===== src/design/stok_pkg.sv =====
package stok_pkg;

    localparam int unsigned POS_BITS_DEF = 24;

    localparam logic [23:0] LINE_MAX = 24'hFFFFFF;

    typedef struct packed {
        logic [5:0]  kind;
        logic [23:0] start;
        logic [23:0] len;
        logic [23:0] line;
    } tok_t;

    // up to three tokens caused by one item, issued from index 0 upward
    typedef struct packed {
        logic [1:0]      cnt;
        tok_t [2:0]      tok;
    } grp_t;

    localparam logic [5:0] K_LPAREN   = 6'd0;
    localparam logic [5:0] K_RPAREN   = 6'd1;
    localparam logic [5:0] K_LBRACE   = 6'd2;
    localparam logic [5:0] K_RBRACE   = 6'd3;
    localparam logic [5:0] K_LBRACK   = 6'd4;
    localparam logic [5:0] K_RBRACK   = 6'd5;
    localparam logic [5:0] K_COMMA    = 6'd6;
    localparam logic [5:0] K_DOT      = 6'd7;
    localparam logic [5:0] K_MINUS    = 6'd8;
    localparam logic [5:0] K_PLUS     = 6'd9;
    localparam logic [5:0] K_SEMI     = 6'd10;
    localparam logic [5:0] K_STAR     = 6'd11;
    localparam logic [5:0] K_BANG     = 6'd12;
    localparam logic [5:0] K_SLASH    = 6'd20;
    localparam logic [5:0] K_STRING   = 6'd21;
    localparam logic [5:0] K_NUMBER   = 6'd22;
    localparam logic [5:0] K_IDENT    = 6'd23;
    localparam logic [5:0] K_KW_FIRST = 6'd24;
    localparam logic [5:0] K_EOF      = 6'd37;

    localparam int unsigned KW_COUNT = 13;

    // keyword text, first character in the low byte
    localparam logic [47:0] KW_TEXT [KW_COUNT] = '{
        48'("tni"), 48'("taolf"), 48'("loob"), 48'("rts"), 48'("fi"),
        48'("esle"), 48'("elihw"), 48'("rof"), 48'("nruter"), 48'("eurt"),
        48'("eslaf"), 48'("llun"), 48'("wen")
    };

    // unused high bytes of the buffer are always zero
    function automatic logic [5:0] word_kind(input logic [47:0] word, input logic [2:0] len);
        logic [5:0] k;
        k = K_IDENT;
        if (len <= 3'd6) begin
            for (int i = KW_COUNT - 1; i >= 0; i--) begin
                if (word == KW_TEXT[i]) begin
                    k = K_KW_FIRST + 6'(i);
                end
            end
        end
        return k;
    endfunction

endpackage


===== src/design/stok_scan.sv =====
module stok_scan
    import stok_pkg::*;
#(
    parameter int unsigned POSITION_BITS = POS_BITS_DEF
)
(
    input  logic       clk,
    input  logic       rst_n,
    input  logic       in_valid,
    output logic       in_ready,
    input  logic       kind,
    input  logic [7:0] byte_req,
    input  logic       q_free,
    output logic       q_load,
    output grp_t       q_grp
);

    typedef enum logic [3:0] {
        M_IDLE,
        M_OP,
        M_SLASH,
        M_COMMENT,
        M_STRING,
        M_NUMINT,
        M_NUMDOT,
        M_NUMFRAC,
        M_IDENT
    } mode_t;

    localparam logic [7:0] CH_LPAREN = 8'h28;
    localparam logic [7:0] CH_RPAREN = 8'h29;
    localparam logic [7:0] CH_LBRACE = 8'h7B;
    localparam logic [7:0] CH_RBRACE = 8'h7D;
    localparam logic [7:0] CH_LBRACK = 8'h5B;
    localparam logic [7:0] CH_RBRACK = 8'h5D;
    localparam logic [7:0] CH_COMMA  = 8'h2C;
    localparam logic [7:0] CH_DOT    = 8'h2E;
    localparam logic [7:0] CH_MINUS  = 8'h2D;
    localparam logic [7:0] CH_PLUS   = 8'h2B;
    localparam logic [7:0] CH_SEMI   = 8'h3B;
    localparam logic [7:0] CH_STAR   = 8'h2A;
    localparam logic [7:0] CH_BANG   = 8'h21;
    localparam logic [7:0] CH_EQ     = 8'h3D;
    localparam logic [7:0] CH_LT     = 8'h3C;
    localparam logic [7:0] CH_GT     = 8'h3E;
    localparam logic [7:0] CH_SLASH  = 8'h2F;
    localparam logic [7:0] CH_QUOTE  = 8'h22;
    localparam logic [7:0] CH_NL     = 8'h0A;

    localparam logic [1:0] OP_BANG = 2'd0;
    localparam logic [1:0] OP_EQ   = 2'd1;
    localparam logic [1:0] OP_LT   = 2'd2;
    localparam logic [1:0] OP_GT   = 2'd3;

    localparam logic [POSITION_BITS-1:0] POS_ONE = POSITION_BITS'(1);

    logic                     in_valid_reg;
    logic                     kind_reg;
    logic [7:0]               byte_reg;
    mode_t                    mode_reg,  mode_next;
    logic [POSITION_BITS-1:0] pos_reg,   pos_next;
    logic [POSITION_BITS-1:0] tok_begin_reg, tok_begin_next;
    logic [23:0]              line_reg,  line_next;
    logic [47:0]              word_reg,  word_next;
    logic [2:0]               wlen_reg,  wlen_next;
    logic [1:0]               pend_reg,  pend_next;

    logic                     advance;
    logic                     is_dig;
    logic                     is_alpha;
    logic                     do_flush;
    logic                     do_idle;
    logic [1:0]               n;
    logic [POSITION_BITS-1:0] len_run;
    logic [POSITION_BITS-1:0] len_int;
    logic [POSITION_BITS-1:0] len_str;
    logic [POSITION_BITS-1:0] dot_pos;
    logic [5:0]               op_kind;

    function automatic logic [23:0] fit(input logic [POSITION_BITS-1:0] v);
        logic [31:0] w;
        w = 32'(v);
        return w[23:0];
    endfunction

    function automatic tok_t mk(
        input logic [5:0]               k,
        input logic [POSITION_BITS-1:0] s,
        input logic [POSITION_BITS-1:0] l,
        input logic [23:0]              ln
    );
        tok_t t;
        t.kind  = k;
        t.start = fit(s);
        t.len   = fit(l);
        t.line  = ln;
        return t;
    endfunction

    assign advance  = in_valid_reg && q_free;
    assign in_ready = !in_valid_reg || advance;
    assign q_load   = advance;

    assign is_dig   = (byte_reg >= 8'h30) && (byte_reg <= 8'h39);
    assign is_alpha = ((byte_reg >= 8'h61) && (byte_reg <= 8'h7A))
                   || ((byte_reg >= 8'h41) && (byte_reg <= 8'h5A))
                   || (byte_reg == 8'h5F);

    assign len_run = pos_reg - tok_begin_reg;
    assign len_int = pos_reg - tok_begin_reg - POS_ONE;
    assign len_str = pos_reg - tok_begin_reg + POS_ONE;
    assign dot_pos = pos_reg - POS_ONE;
    assign op_kind = K_BANG + {3'b000, pend_reg, 1'b0};

    always_comb
    begin
        mode_next      = mode_reg;
        pos_next       = pos_reg + POS_ONE;
        tok_begin_next = tok_begin_reg;
        line_next      = line_reg;
        word_next      = word_reg;
        wlen_next      = wlen_reg;
        pend_next      = pend_reg;
        q_grp          = '0;
        n              = 2'd0;
        do_flush       = 1'b0;
        do_idle        = 1'b0;

        if (kind_reg) begin
            do_flush = 1'b1;
        end else begin
            unique case (mode_reg)
                M_OP:
                begin
                    if (byte_reg == CH_EQ) begin
                        q_grp.tok[n] = mk(op_kind + 6'd1, tok_begin_reg,
                                          POSITION_BITS'(2), line_reg);
                        n = n + 2'd1;
                        mode_next = M_IDLE;
                    end else begin
                        do_flush = 1'b1;
                        do_idle  = 1'b1;
                    end
                end
                M_SLASH:
                begin
                    if (byte_reg == CH_SLASH) begin
                        mode_next = M_COMMENT;
                    end else begin
                        do_flush = 1'b1;
                        do_idle  = 1'b1;
                    end
                end
                M_COMMENT:
                begin
                    do_idle = (byte_reg == CH_NL);
                end
                M_STRING:
                begin
                    if (byte_reg == CH_QUOTE) begin
                        q_grp.tok[n] = mk(K_STRING, tok_begin_reg, len_str, line_reg);
                        n = n + 2'd1;
                        mode_next = M_IDLE;
                    end else if (byte_reg == CH_NL && line_reg != LINE_MAX) begin
                        line_next = line_reg + 24'd1;
                    end
                end
                M_NUMINT:
                begin
                    if (byte_reg == CH_DOT) begin
                        mode_next = M_NUMDOT;
                    end else if (!is_dig) begin
                        do_flush = 1'b1;
                        do_idle  = 1'b1;
                    end
                end
                M_NUMDOT:
                begin
                    if (is_dig) begin
                        mode_next = M_NUMFRAC;
                    end else begin
                        do_flush = 1'b1;
                        do_idle  = 1'b1;
                    end
                end
                M_NUMFRAC:
                begin
                    if (!is_dig) begin
                        do_flush = 1'b1;
                        do_idle  = 1'b1;
                    end
                end
                M_IDENT:
                begin
                    if (is_alpha || is_dig) begin
                        for (int i = 0; i < 6; i++) begin
                            if (3'(i) == wlen_reg) begin
                                word_next[8*i +: 8] = word_reg[8*i +: 8] | byte_reg;
                            end
                        end
                        if (wlen_reg != 3'd7) begin
                            wlen_next = wlen_reg + 3'd1;
                        end
                    end else begin
                        do_flush = 1'b1;
                        do_idle  = 1'b1;
                    end
                end
                default:
                begin
                    do_idle = 1'b1;
                end
            endcase
        end

        // finish the pending token, which ends just before this item
        if (do_flush) begin
            unique case (mode_reg)
                M_OP:
                begin
                    q_grp.tok[n] = mk(op_kind, tok_begin_reg, POS_ONE, line_reg);
                    n = n + 2'd1;
                end
                M_SLASH:
                begin
                    q_grp.tok[n] = mk(K_SLASH, tok_begin_reg, POS_ONE, line_reg);
                    n = n + 2'd1;
                end
                M_NUMINT, M_NUMFRAC:
                begin
                    q_grp.tok[n] = mk(K_NUMBER, tok_begin_reg, len_run, line_reg);
                    n = n + 2'd1;
                end
                M_NUMDOT:
                begin
                    q_grp.tok[n] = mk(K_NUMBER, tok_begin_reg, len_int, line_reg);
                    n = n + 2'd1;
                    q_grp.tok[n] = mk(K_DOT, dot_pos, POS_ONE, line_reg);
                    n = n + 2'd1;
                end
                M_IDENT:
                begin
                    q_grp.tok[n] = mk(word_kind(word_reg, wlen_reg), tok_begin_reg,
                                      len_run, line_reg);
                    n = n + 2'd1;
                end
                default:
                begin
                end
            endcase
            mode_next = M_IDLE;
        end

        // start of a new token from the idle state
        if (do_idle) begin
            mode_next = M_IDLE;
            unique case (byte_reg)
                CH_LPAREN: begin q_grp.tok[n] = mk(K_LPAREN, pos_reg, POS_ONE, line_reg); n = n + 2'd1; end
                CH_RPAREN: begin q_grp.tok[n] = mk(K_RPAREN, pos_reg, POS_ONE, line_reg); n = n + 2'd1; end
                CH_LBRACE: begin q_grp.tok[n] = mk(K_LBRACE, pos_reg, POS_ONE, line_reg); n = n + 2'd1; end
                CH_RBRACE: begin q_grp.tok[n] = mk(K_RBRACE, pos_reg, POS_ONE, line_reg); n = n + 2'd1; end
                CH_LBRACK: begin q_grp.tok[n] = mk(K_LBRACK, pos_reg, POS_ONE, line_reg); n = n + 2'd1; end
                CH_RBRACK: begin q_grp.tok[n] = mk(K_RBRACK, pos_reg, POS_ONE, line_reg); n = n + 2'd1; end
                CH_COMMA:  begin q_grp.tok[n] = mk(K_COMMA,  pos_reg, POS_ONE, line_reg); n = n + 2'd1; end
                CH_DOT:    begin q_grp.tok[n] = mk(K_DOT,    pos_reg, POS_ONE, line_reg); n = n + 2'd1; end
                CH_MINUS:  begin q_grp.tok[n] = mk(K_MINUS,  pos_reg, POS_ONE, line_reg); n = n + 2'd1; end
                CH_PLUS:   begin q_grp.tok[n] = mk(K_PLUS,   pos_reg, POS_ONE, line_reg); n = n + 2'd1; end
                CH_SEMI:   begin q_grp.tok[n] = mk(K_SEMI,   pos_reg, POS_ONE, line_reg); n = n + 2'd1; end
                CH_STAR:   begin q_grp.tok[n] = mk(K_STAR,   pos_reg, POS_ONE, line_reg); n = n + 2'd1; end
                CH_BANG:
                begin
                    pend_next = OP_BANG;
                    mode_next = M_OP;
                    tok_begin_next = pos_reg;
                end
                CH_EQ:
                begin
                    pend_next = OP_EQ;
                    mode_next = M_OP;
                    tok_begin_next = pos_reg;
                end
                CH_LT:
                begin
                    pend_next = OP_LT;
                    mode_next = M_OP;
                    tok_begin_next = pos_reg;
                end
                CH_GT:
                begin
                    pend_next = OP_GT;
                    mode_next = M_OP;
                    tok_begin_next = pos_reg;
                end
                CH_SLASH:
                begin
                    mode_next = M_SLASH;
                    tok_begin_next = pos_reg;
                end
                CH_QUOTE:
                begin
                    mode_next = M_STRING;
                    tok_begin_next = pos_reg;
                end
                CH_NL:
                begin
                    if (line_reg != LINE_MAX) begin
                        line_next = line_reg + 24'd1;
                    end
                end
                default:
                begin
                    if (is_dig) begin
                        mode_next = M_NUMINT;
                        tok_begin_next = pos_reg;
                    end else if (is_alpha) begin
                        mode_next = M_IDENT;
                        word_next = {40'd0, byte_reg};
                        wlen_next = 3'd1;
                        tok_begin_next = pos_reg;
                    end
                end
            endcase
        end

        // end of source: closing token, then back to the reset state
        if (kind_reg) begin
            q_grp.tok[n]   = mk(K_EOF, pos_reg, '0, line_reg);
            n              = n + 2'd1;
            mode_next      = M_IDLE;
            pos_next       = '0;
            tok_begin_next = '0;
            line_next      = 24'd1;
            word_next      = '0;
            wlen_next      = 3'd0;
            pend_next      = 2'd0;
        end

        q_grp.cnt = n;
    end

    always_ff @(posedge clk or negedge rst_n)
    begin
        if (!rst_n) begin
            in_valid_reg  <= 1'b0;
            mode_reg      <= M_IDLE;
            pos_reg       <= '0;
            tok_begin_reg <= '0;
            line_reg      <= 24'd1;
            word_reg      <= '0;
            wlen_reg      <= 3'd0;
            pend_reg      <= 2'd0;
        end else begin
            if (in_valid && in_ready) begin
                in_valid_reg <= 1'b1;
            end else if (advance) begin
                in_valid_reg <= 1'b0;
            end
            if (advance) begin
                mode_reg      <= mode_next;
                pos_reg       <= pos_next;
                tok_begin_reg <= tok_begin_next;
                line_reg      <= line_next;
                word_reg      <= word_next;
                wlen_reg      <= wlen_next;
                pend_reg      <= pend_next;
            end
        end
    end

    always_ff @(posedge clk)
    begin
        if (in_valid && in_ready) begin
            kind_reg <= kind;
            byte_reg <= byte_req;
        end
    end

endmodule


===== src/design/stok_outq.sv =====
module stok_outq
    import stok_pkg::*;
(
    input  logic        clk,
    input  logic        rst_n,
    output logic        q_free,
    input  logic        q_load,
    input  grp_t        q_grp,
    output logic        out_valid,
    input  logic        out_ready,
    output logic [5:0]  token_kind,
    output logic [23:0] start_offset,
    output logic [23:0] token_length,
    output logic [23:0] line_number,
    output logic        last
);

    tok_t [2:0] tok_reg;
    logic [1:0] cnt_reg;
    logic [1:0] idx_reg;
    logic       pop;
    tok_t       cur;

    assign out_valid = (cnt_reg != 2'd0);
    assign last      = (idx_reg == cnt_reg - 2'd1);
    assign pop       = out_valid && out_ready;
    assign q_free    = !out_valid || (pop && last);

    assign cur          = tok_reg[idx_reg];
    assign token_kind   = cur.kind;
    assign start_offset = cur.start;
    assign token_length = cur.len;
    assign line_number  = cur.line;

    always_ff @(posedge clk or negedge rst_n)
    begin
        if (!rst_n) begin
            cnt_reg <= 2'd0;
            idx_reg <= 2'd0;
        end else begin
            if (q_load) begin
                cnt_reg <= q_grp.cnt;
                idx_reg <= 2'd0;
            end else if (pop) begin
                if (last) begin
                    cnt_reg <= 2'd0;
                end else begin
                    idx_reg <= idx_reg + 2'd1;
                end
            end
        end
    end

    always_ff @(posedge clk)
    begin
        if (q_load) begin
            tok_reg <= q_grp.tok;
        end
    end

endmodule


===== src/design/source_tokenizer.sv =====
// an item is registered at the scanner input, its tokens in the output register
// throughput: one item per cycle, out_ready high and at most one token per item
// an item that yields several tokens holds the input side until the single output
// register has issued them all, one token per cycle while out_ready is high
// reset: asynchronous, active low; scanner state returns to idle, line 1, offset 0
module source_tokenizer
    import stok_pkg::*;
#(
    parameter int unsigned POSITION_BITS = POS_BITS_DEF
)
(
    input  logic        clk,
    input  logic        rst_n,
    input  logic        in_valid,
    output logic        in_ready,
    input  logic        kind,
    input  logic [7:0]  byte_req,
    output logic        out_valid,
    input  logic        out_ready,
    output logic [5:0]  token_kind,
    output logic [23:0] start_offset,
    output logic [23:0] token_length,
    output logic [23:0] line_number,
    output logic        last
);

    logic q_free;
    logic q_load;
    grp_t q_grp;

    stok_scan #(
        .POSITION_BITS(POSITION_BITS)
    ) u_scan (
        .clk      (clk),
        .rst_n    (rst_n),
        .in_valid (in_valid),
        .in_ready (in_ready),
        .kind     (kind),
        .byte_req (byte_req),
        .q_free   (q_free),
        .q_load   (q_load),
        .q_grp    (q_grp)
    );

    stok_outq u_outq (
        .clk          (clk),
        .rst_n        (rst_n),
        .q_free       (q_free),
        .q_load       (q_load),
        .q_grp        (q_grp),
        .out_valid    (out_valid),
        .out_ready    (out_ready),
        .token_kind   (token_kind),
        .start_offset (start_offset),
        .token_length (token_length),
        .line_number  (line_number),
        .last         (last)
    );

endmodule


===== config.mk =====
export PLATFORM = sky130hd
export DESIGN_NAME = source_tokenizer
export DESIGN_NICKNAME = d
export VERILOG_FILES = /design/src/design/stok_pkg.sv /design/src/design/stok_scan.sv /design/src/design/stok_outq.sv /design/src/design/source_tokenizer.sv
export SDC_FILE = /design/constraint.sdc
export NUM_CORES = 1
export LEC_CHECK = 0
export BUFFER_PORTS_ARGS = -buffer_cell sky130_fd_sc_hd__buf_2
export CORE_ASPECT_RATIO = 1.4
export CORE_UTILIZATION = 50
export CTS_BUF_LIST = sky130_fd_sc_hd__clkbuf_8 sky130_fd_sc_hd__clkbuf_16
export CTS_CLUSTER_DIAMETER = 50
export DETAILED_ROUTE_END_ITERATION = 10
export PLACE_DENSITY = 0.63
export RECOVER_POWER = 25
export SLEW_MARGIN = 20
export SYNTH_ARGS = -nofsm -noshare
export SYNTH_HDL_FRONTEND = slang
export SYNTH_HIERARCHICAL = 1
export SYNTH_SLANG_ARGS = --single-unit

===== constraint.sdc =====
create_clock -name clk -period 22.9 [get_ports clk]
set_input_delay 3.435 -clock clk [delete_from_list [all_inputs] [get_ports clk]]
set_output_delay 3.435 -clock clk [all_outputs]
set_load 0.01 [all_outputs]

Yosys cells after proc, flatten, opt, wreduce, memory -nomap -nowiden
Index checks and enable logic that the tools add are counted.
{"block": "classes", "n_mux": 129, "n_eq_ne": 56, "order_cmp": 16, "n_reduce_logical": 41, "n_addsub": 15, "bitwise_logic": 6}
{"cell": "234-bit bitwise mux", "n": 19}
{"cell": "234-bit one-hot mux with 12 select lines", "n": 1}
{"cell": "234-bit one-hot mux with 5 select lines", "n": 1}
{"cell": "234-bit 2-to-1 mux", "n": 3}
{"cell": "78-bit demux with 2-bit select", "n": 4}
{"cell": "78-bit 2-to-1 mux", "n": 7}
{"cell": "48-bit 2-to-1 mux", "n": 7}
{"cell": "24-bit 2-to-1 mux", "n": 12}
{"cell": "48-bit by 23-bit equality test with 1-bit output, second input constant", "n": 4}
{"cell": "48-bit by 31-bit equality test with 1-bit output, second input constant", "n": 4}
{"cell": "78-bit binary-select mux with 2-bit select", "n": 1}
{"cell": "78-bit one-hot mux with 2 select lines", "n": 1}
{"cell": "48-bit by 39-bit equality test with 1-bit output, second input constant", "n": 3}
{"cell": "8-bit by 6-bit equality test with 1-bit output, second input constant", "n": 14}
{"cell": "6-bit 2-to-1 mux", "n": 16}
{"cell": "77-bit 2-to-1 mux", "n": 1}
{"cell": "24-bit by 1-bit adder with 24-bit output, second input constant", "n": 3}
{"cell": "48-bit by 15-bit equality test with 1-bit output, second input constant", "n": 1}
{"cell": "48-bit by 47-bit equality test with 1-bit output, second input constant", "n": 1}
{"cell": "8-bit 2-to-1 mux", "n": 6}
{"cell": "8-bit bitwise OR", "n": 6}
{"cell": "24-bit one-hot mux with 2 select lines", "n": 1}
{"cell": "24-bit by 1-bit subtractor with 24-bit output, second input constant", "n": 2}
{"cell": "8-bit by 7-bit equality test with 1-bit output, second input constant", "n": 5}
{"cell": "56 further kinds", "n": 140}
{"block": "word_totals", "elab_cells": 287, "output_inout_bits": 81, "ff_bits": 377}

Logic depth before layout (Yosys ltp)
Gate-level depths: netlist (run 1).
{"block": "depth", "depth_word": 25, "mapped_depth": 19, "ltp_nobuf": 15}

By module
The synthesis (run 1) kept the hierarchy.
{"mod": "stok_scan", "seq_area_each_um2": 3524.6, "instances": 1, "cells_per_inst": 1728, "area_each_um2": 13238.9}
{"mod": "stok_outq", "seq_area_each_um2": 7126.8, "instances": 1, "cells_per_inst": 524, "area_each_um2": 8988.6}

Worst setup path after synthesis (run 1)
Ideal clock, no wire load.
{"block": "synth_path", "path_type": "input-to-reg", "startpoint": "input port out_ready", "endpoint": "register u_scan.pos_reg[1]", "setup_slack_ns": 11.470, "cell_stages": 6, "arrival_time_ns": 10.970, "cell_sequence": "a21o_1 nand2_1 inv_1 clkbuf_1 clkbuf_1 o21ai_0"}
{"block": "synth_via", "elab_chain_cells": 4}
{"item": "start, declared", "line": "source_tokenizer.sv:19", "source": "input logic out_ready,"}
{"item": "1-bit logical AND", "line": "stok_outq.sv:26", "source": "assign pop = out_valid && out_ready;"}
{"item": "1-bit logical AND", "line": "stok_outq.sv:27", "source": "assign q_free = !out_valid || (pop && last);"}
{"item": "1-bit logical OR", "line": "stok_outq.sv:27"}
{"item": "1-bit logical AND", "line": "stok_scan.sv:100", "source": "assign advance = in_valid_reg && q_free;"}
{"item": "via q_load", "line": "source_tokenizer.sv:28", "source": "logic q_load;"}
{"item": "end signal, assigned", "line": "stok_scan.sv:360", "source": "pos_reg <= pos_next;"}
{"item": "end, declared", "line": "stok_scan.sv:61", "source": "logic [POSITION_BITS-1:0] pos_reg, pos_next;"}
The timed path passes the listed nets, and every way through them passes these cells.
A chain may end at the register's enable or synchronous reset.

Worst setup path after layout (run 1)
{"block": "layout_path", "startpoint": "input port out_ready", "endpoint": "register u_scan.word_reg[35]"}
{"block": "layout_via", "elab_chain_cells": 4}
{"item": "1-bit logical AND", "line": "stok_outq.sv:26"}
{"item": "1-bit logical AND", "line": "stok_outq.sv:27"}
{"item": "1-bit logical OR", "line": "stok_outq.sv:27"}
{"item": "via q_free", "line": "source_tokenizer.sv:27", "source": "logic q_free;"}
{"item": "1-bit logical AND", "line": "stok_scan.sv:100"}
{"item": "via q_load", "line": "source_tokenizer.sv:28"}
{"item": "end signal, assigned", "line": "stok_scan.sv:363", "source": "word_reg <= word_next;"}
{"item": "end, declared", "line": "stok_scan.sv:64", "source": "logic [47:0] word_reg, word_next;"}
The timed path passes the listed nets, and every way through them passes these cells.

==> results.md, run 1 <==
* Number of synthesized register bits at 377
* H-tree depth at 2
* Routed WL at 60100 µm
* Final Max Tran Viols at 235
* Share of layout cells above drive strength 1 at 9.86%
* Crit path kind: in -> reg
* Leak at 0.00929 µW
* Post-synth EDFFs at 243
* Failing checks: max-capacitance violations, max-slew violations
* Fin crit period at 10.64 ns
* Final worst-path cycle share at 46.5%
* Cells after synthesis at 2252
* Row count at 91
* Count of cell types in the netlist at 104
* Largest buffer count on any clock path at 3
* Clk Latency, worst-skew pair at 0.56 ns
* Max-Cap Viols at 3
* Top cells by area, synth: edfxtp_1 33%, dfrtp_1 15%, nand2_1 4.2%
* Port Buffers at 93
* Clock Sinks at 377
* Post-CTS Setup Repair Bufs at 0
* Max FFs per register at 234
* Critical Path Source Type: primary input
* CTS buffer count at 40
* ANT nets after route at 0
* Most frequent CP cell: nand2_1
* Final hold viol count at 0
* Min setup slack post-route at 12.26 ns
* Worst Path Required at 23.34 ns
* Wirelength per Cell at 21.1 µm
* Share of the synthesized area in the top cell type at 32.8%
* Area of the multi-input gates at 10500 µm²
* Power density cells at 139 nW/µm²
* Ys async rst share at 35.5%
* Synth Area per Inst at 9.87 µm²
* Clk Tree Root Cell: clkbuf_16
* Drt initial violations at 1206
* FF+latch area at 10700 µm²
* First-pass GRT wire length at 95300 µm
* Pin count of the biggest net entering global routing at 98
* DR pass1 iterations at 5
* Pre-CTS setup slack at 15.30 ns
* DIE HEIGHT at 251 µm
* Clock-pin slew on the worst setup and hold paths at 0.06 ns
* Final setup violating endpoints at 0
* Setup TNS Final at 0 ns
* Vias in the first global route at 17000
* Remaining Overflow, GRT at 0
* Total track usage at 26.6%
* Mapped Area at 22200 µm²
* Max Clock Freq at 0.0940 GHz
* Yosys warns at 6
* Placer Congestion at 0.935
* Via/cell ratio at 6.11
* Starting density of the core at 50.6%
* Critical Path AT at 11.09 ns
* # DRC at 0
* Most frequent cells in the layout: 243 x nand2_1, 243 x edfxtp_1, 140 x nor2_1
* Dpl hpwl at 40200 µm
* RSZ-0062 raised after global routing: false
* Worst-path cell chain: clkbuf_1 -> a21o_1 -> nand2_1 -> clkbuf_1 -> clkinvlp_2 -> nand2_1 -> a21o_1 -> nand2_1 -> buf_4 -> a22o_1
* Predominant post-synthesis flop cell: edfxtp_1
* Antenna violations before repair at 0
* Die width at 180 µm
* HP Class: reg -> reg
* Slowest CP cell: clkinvlp_2
* Slew headroom at -184%
* Full die area at 45300 µm²
* Fill count at 3942
* Area delta synth->final at 8.44%
* IO Pins at 94
* Sequential cell area fraction in the yosys report at 47.9%
* Outcome: finished with violations
* Hold Buf Count CTS at 0
* Vias post-DR at 17400
* CP peak stage delay at 3.55 ns
* Yosys top cell by area: edfxtp_1
* Final nets at 2312
* Clk_skew at 0.0233 ns
* Worst Path Max Fanout at 97
* Crit end category: flip-flop
* CTS resizes at 0
* CTS tree: yes
* VDD IR-drop max at 0.0000842 V
* Total core area at 43900 µm²
* Tightest Pin Transition at 4.26 ns
cells by family after synthesis:
group / synth area share [%]
AND/OR/NAND/NOR: 19.3
AO/OA/AOI/OAI: 16.5
flip-flops: 47.9
buffers and inverters: 5.74
XOR/XNOR: 4.17
multiplexers: 4.04
adder cells (fa/ha/maj): 2.29
other: 0.0169
layer usage:
metal | track usage, % | up-vias | share of wire [%]
li1 | - | 8166 | -
met5 | 0 | - | 0
met1 | 34.6 | 8538 | 43
met4 | 9.87 | 0 | 3.3
met3 | 2.73 | 131 | 4.8
met2 | 45.9 | 579 | 49
cell type report:
type                       count  share of cell area [%]
timing repair buffer         117                    2.64
inverter                      59                   0.924
clock buffer                  45                    4.58
multi-input combinational   1664                    43.6
tap                          558                    2.90
clock inverter                29                    1.11
sequential                   377                    44.2
antenna                        1                  0.0104
power by group:
part           internal [µW]  leakage [µW]  switching (µW)  total [µW]
clock                    394      0.000693             278         672
combinational            506       0.00436            1030        1540
sequential              1020       0.00423             114        1130
total                   1920       0.00929            1420        3340
synth_stat cells, drive strengths merged (10+ instances only):
cell type,instances
a31oi,12
o22ai,21
a22o,91
dfrtp,133
o21ai,155
a22oi,21
nor2b,42
xor2,46
and2,86
edfxtp,243
nand2,247
or3,18
xnor2,53
nand2b,23
or4,12
nor4,29
buf,87
nand3,58
a21oi,118
nor3,70
nand4,31
clkbuf,112
ha,39
a21o,20
o31ai,25
inv,58
and3,24
mux2i,86
nor2,144
o211ai,10
final timing paths:
kind                                            startpoint                                   end  slack (ns)  cells past startpoint
setup / recovery                                 out_ready       u_scan/word_reg[35]$_DFFE_PN0P_       12.26                     10
hold / removal             u_scan/word_reg[39]$_DFFE_PN0P_       u_scan/word_reg[39]$_DFFE_PN0P_        0.50                      1
setup reg to reg             u_outq/idx_reg[0]$_DFFE_PN0P_       u_scan/word_reg[35]$_DFFE_PN0P_       13.93                     11
hold reg to reg            u_scan/word_reg[39]$_DFFE_PN0P_       u_scan/word_reg[39]$_DFFE_PN0P_        0.50                      1
max in group asynchronous                            rst_n         u_outq/idx_reg[0]$_DFFE_PN0P_       13.25                      2
min in group asynchronous                            rst_n  u_scan/tok_begin_reg[13]$_DFFE_PN0P_        4.38                      1
critical path, delay by kind of cell:
kind	cells	cell delay [ns]
buffers and inverters	4	5.02
and+or+nand+nor	3	1.83
AOI/OAI and AO/OA	3	0.75
per-stage QoR:
step	utilization (%)	instances	hold slack, ns	area (µm²)	total power (µW)
after floorplan	-	2299	0.448	22400	2270
after CTS	54.9	2849	0.496	24100	3350
final	54.8	2850	0.498	24100	3340
after detailed placement	51.8	2775	0.477	22700	2670
after global placement	51.8	2775	0.473	22700	2640
after global routing	54.8	2849	0.509	24100	3550
Power figures use the tool's default switching activity.
==> run 2: changes to the inputs <==
--- a/config.mk
+++ b/config.mk
@@ -5,6 +5,7 @@
 export SDC_FILE = /design/constraint.sdc
 export NUM_CORES = 1
 export LEC_CHECK = 0
+export ABC_AREA = 1
 export BUFFER_PORTS_ARGS = -buffer_cell sky130_fd_sc_hd__buf_2
 export CORE_ASPECT_RATIO = 1.4
 export CORE_UTILIZATION = 50
==> constraint.sdc (replaced) <==
create_clock -name clk -period 10.85 [get_ports clk]
set_input_delay 1.6275 -clock clk [delete_from_list [all_inputs] [get_ports clk]]
set_output_delay 1.6275 -clock clk [all_outputs]
set_load 0.01 [all_outputs]
==> results.md, run 2 <==
* Yosys top cell by area: edfxtp_1
* # DRC at 0 (unchanged)
* Clock power share at 17.4% (-2.7 points)
* Clk Tree Root Cell: clkbuf_16
* R2r startpoint: u_outq/idx_reg[0]$_DFFE_PN0P_
* Fin crit period at 6.39 ns
* RSZ-0062 raised after global routing: false
* Area delta synth->final at 7.56%
* Top cells by area, synth: edfxtp_1 30%, dfrtp_1 14%, nand2_1 9.9%
* Final hold viol count at 0 (unchanged)
* Net Sw Frac at 48.2% (+5.5 points)
* Full die area at 49500 µm² (+9.2%)
* VDD IR-drop max at 0.000402 V (+380%)
* Fill count at 4642 (+18%)
* Max FFs per register at 234 (unchanged)
* Vias in the first global route at 21300 (+26%)
* Share of the synthesized area in the top cell type at 30.0% (-2.8 points)
* Reg2Reg Depth at 13 (+2)
* Yosys warns at 6 (unchanged)
* Critical Path Source Type: flip-flop
* Drt initial violations at 1687 (+40%)
* Slew headroom at -123% (+62 points)
* Dpl hpwl at 56800 µm (+41%)
* Worst Path Required at 11.27 ns (-12.07 ns)
* Failing checks: max-capacitance violations, max-slew violations
* Starting density of the core at 50.6% (about the same)
* Share of layout cells above drive strength 1 at 8.91% (-0.95 points)
* Ys async rst share at 35.5% (unchanged)
* CTS tree: yes
* Port Buffers at 93 (unchanged)
* Synth top cells by count: 639 x nand2_1, 486 x nor2_1, 395 x inv_1
* Antenna violations before repair at 2 (+2)
* Hold-critical path depth at 2 (+1)
* Crit end category: flip-flop
* DIE HEIGHT at 263 µm (+4.5%)
* Final Max Tran Viols at 89 (-62%)
* Most common cell in the netlist: nand2_1
* Clock Sinks at 377 (unchanged)
* Crit path from: u_outq/idx_reg[0]$_DFFE_PN0P_
* Final worst-path cycle share at 58.9%
* Leak at 0.0115 µW (+24%)
* Remaining Overflow, GRT at 0 (unchanged)
* Vias post-DR at 21900 (+26%)
* Die width at 188 µm (+4.5%)
* Reg-to-reg slack, setup at 4.46 ns (-9.47 ns)
* Commonest non-fill, non-tap cell in the layout: nand2_1
* Outcome: finished with violations
* First-pass GRT wire length at 119000 µm (+25%)
* DR pass1 iterations at 5 (unchanged)
* Routed WL at 76100 µm (+27%)
* Hold Path Origin: u_scan/line_reg[0]$_DFFE_PN1P_
* CTS buffer count at 40 (unchanged)
* H-tree depth at 2 (unchanged)
* Tightest Pin Transition at 3.34 ns (-0.924 ns)
* Total track usage at 30.8% (+4.2 points)
* Max Clock Freq at 0.157 GHz
* Largest buffer count on any clock path at 3 (unchanged)
* Count of cell types in the netlist at 66 (-37%)
* Post-synth EDFFs at 243 (unchanged)
* Max-Cap Viols at 2 (-1)
* Final nets at 3244 (+40%)
* Crit path kind: reg -> reg
* ANT nets after route at 0 (unchanged)
* Sequential cell area fraction in the yosys report at 43.8% (-4.1 points)
* Number of synthesized register bits at 377 (unchanged)
* Clk Latency, worst-skew pair at 0.57 ns (about the same)
* Sequential power share at 31.0% (-2.8 points)
* Placer Congestion at 0.952 (+1.8%)
* Pint at 4070 µW (+110%)
* Via/cell ratio at 5.68 (-7.0%)
* HP Class: reg -> reg
* Most frequent cells in the layout: 639 x nand2_1, 484 x nor2_1, 401 x inv_1
* Hold Buf Count CTS at 0 (unchanged)
* Mapped Area at 24300 µm² (+9.3%)
* Wirelength per Cell at 19.7 µm (-6.3%)
* Synth Area per Inst at 7.68 µm² (-22%)
* Row count at 95 (+4.4%)
* Clk_skew at 0.0254 ns (+0.00212 ns)
* Worst Path Max Fanout at 35 (-64%)
* IO Pins at 94 (unchanged)
* CTS resizes at 0 (unchanged)
* Predominant post-synthesis flop cell: edfxtp_1
* Total core area at 48000 µm² (+9.3%)
* Setup TNS Final at 0 ns (unchanged)
* Logic pwr share at 51.6% (+5.6 points)
* Power density cells at 300 nW/µm² (+120%)
* Final setup violating endpoints at 0 (unchanged)
* Post-CTS Setup Repair Bufs at 0 (unchanged)
* Cells after synthesis at 3165 (+41%)
* Pin count of the biggest net entering global routing at 186 (+90%)
* Critical Path AT at 6.80 ns (-4.29 ns)
* Sw power at 3780 µW (+170%)
* Final Util at 54.4% (-0.42 points)
* Clock-pin slew on the worst setup and hold paths at 0.06 ns (about the same)
[run 2: changes by cell type after synthesis, sizes merged, moves of 78 or more]
cell and change:
a22o -91, and2 -86, inv +365, mux2i -85, nand2 +405, nand3 +221
nor2 +359, o21ai +78
[run 2: worst paths after layout]
kind                                                    to
min reg2reg                 u_scan/line_reg[0]$_DFFE_PN1P_
max reg2reg                 u_scan/word_reg[0]$_DFFE_PN0P_
min in group asynchronous  u_scan/word_reg[12]$_DFFE_PN0P_
max in group asynchronous    u_outq/idx_reg[1]$_DFFE_PN0P_
max                         u_scan/word_reg[0]$_DFFE_PN0P_
min                         u_scan/line_reg[0]$_DFFE_PN1P_
[run 2: cell type report]
class | instances | area, µm² | share of cell area [%]
Timing Repair Buffer | 108 | 567 | 2.17
Multi-Input combinational cell | 2235 | 11200 | 42.8
Inverter | 429 | 1630 | 6.22
Sequential cell | 377 | 10700 | 40.8
Clock buffer | 43 | 1050 | 4.03
Tap cell | 630 | 788 | 3.02
Antenna cell | 2 | 5.00 | 0.0191
Clock inverter | 29 | 244 | 0.934
[run 2: power groups by stage]
stage | combinational, µW | clock, µW | sequential, µW
after global routing | 4480 | 1440 | 2480
after CTS | 4060 | 1390 | 2430
after floorplan | 2910 | 0 | 2470
final | 4050 | 1370 | 2430
after detailed placement | 4040 | 0 | 2460
after global placement | 4010 | 0 | 2450
[run 2: worst max-delay path: stages, from the launching register on]
cell and delay, ns:
dfrtp_1 1.22, clkinvlp_2 1.25, nand2_1 0.26, nand2_1 0.11, nand3_1 0.15, nand2_1 0.10, nand2_1 0.07, clkbuf_1 1.07
nor2_2 0.29, buf_4 0.37, nand2_1 0.57, inv_2 0.20, nor2_1 0.36, o21ai_0 0.15
[run 2: kinds of logic after synthesis]
family | share of synthesized area, %
compound gates | 12.7
xor+xnor | 1.87
fa+ha+maj | 2.09
buf+inv | 10.8
flops | 43.8
mux | 0.0412
other cells | 0.0154
simple gates | 28.7
[run 2: per-layer routing]
metal  vias to the layer above  track usage [%]  share of wire (%)
met5                         -                0                  0
met3                       150             2.67                4.6
met4                         0             11.1                3.6
met1                     10600             38.5                 41
met2                       697             55.2                 51
li1                      10500                -                  -
[run 2: stage by stage]
stage	instance area [µm²]	hold WS [ns]	total power (µW)	worst slack, ns	instances
after floorplan	24500	0.468	5380	0.165	3212
after global placement	24900	0.493	6450	5.34	3779
after detailed placement	24900	0.503	6500	5.04	3779
after CTS	26200	0.519	7880	5.03	3851
after global routing	26100	0.543	8400	3.88	3851
final	26100	0.519	7850	4.46	3853
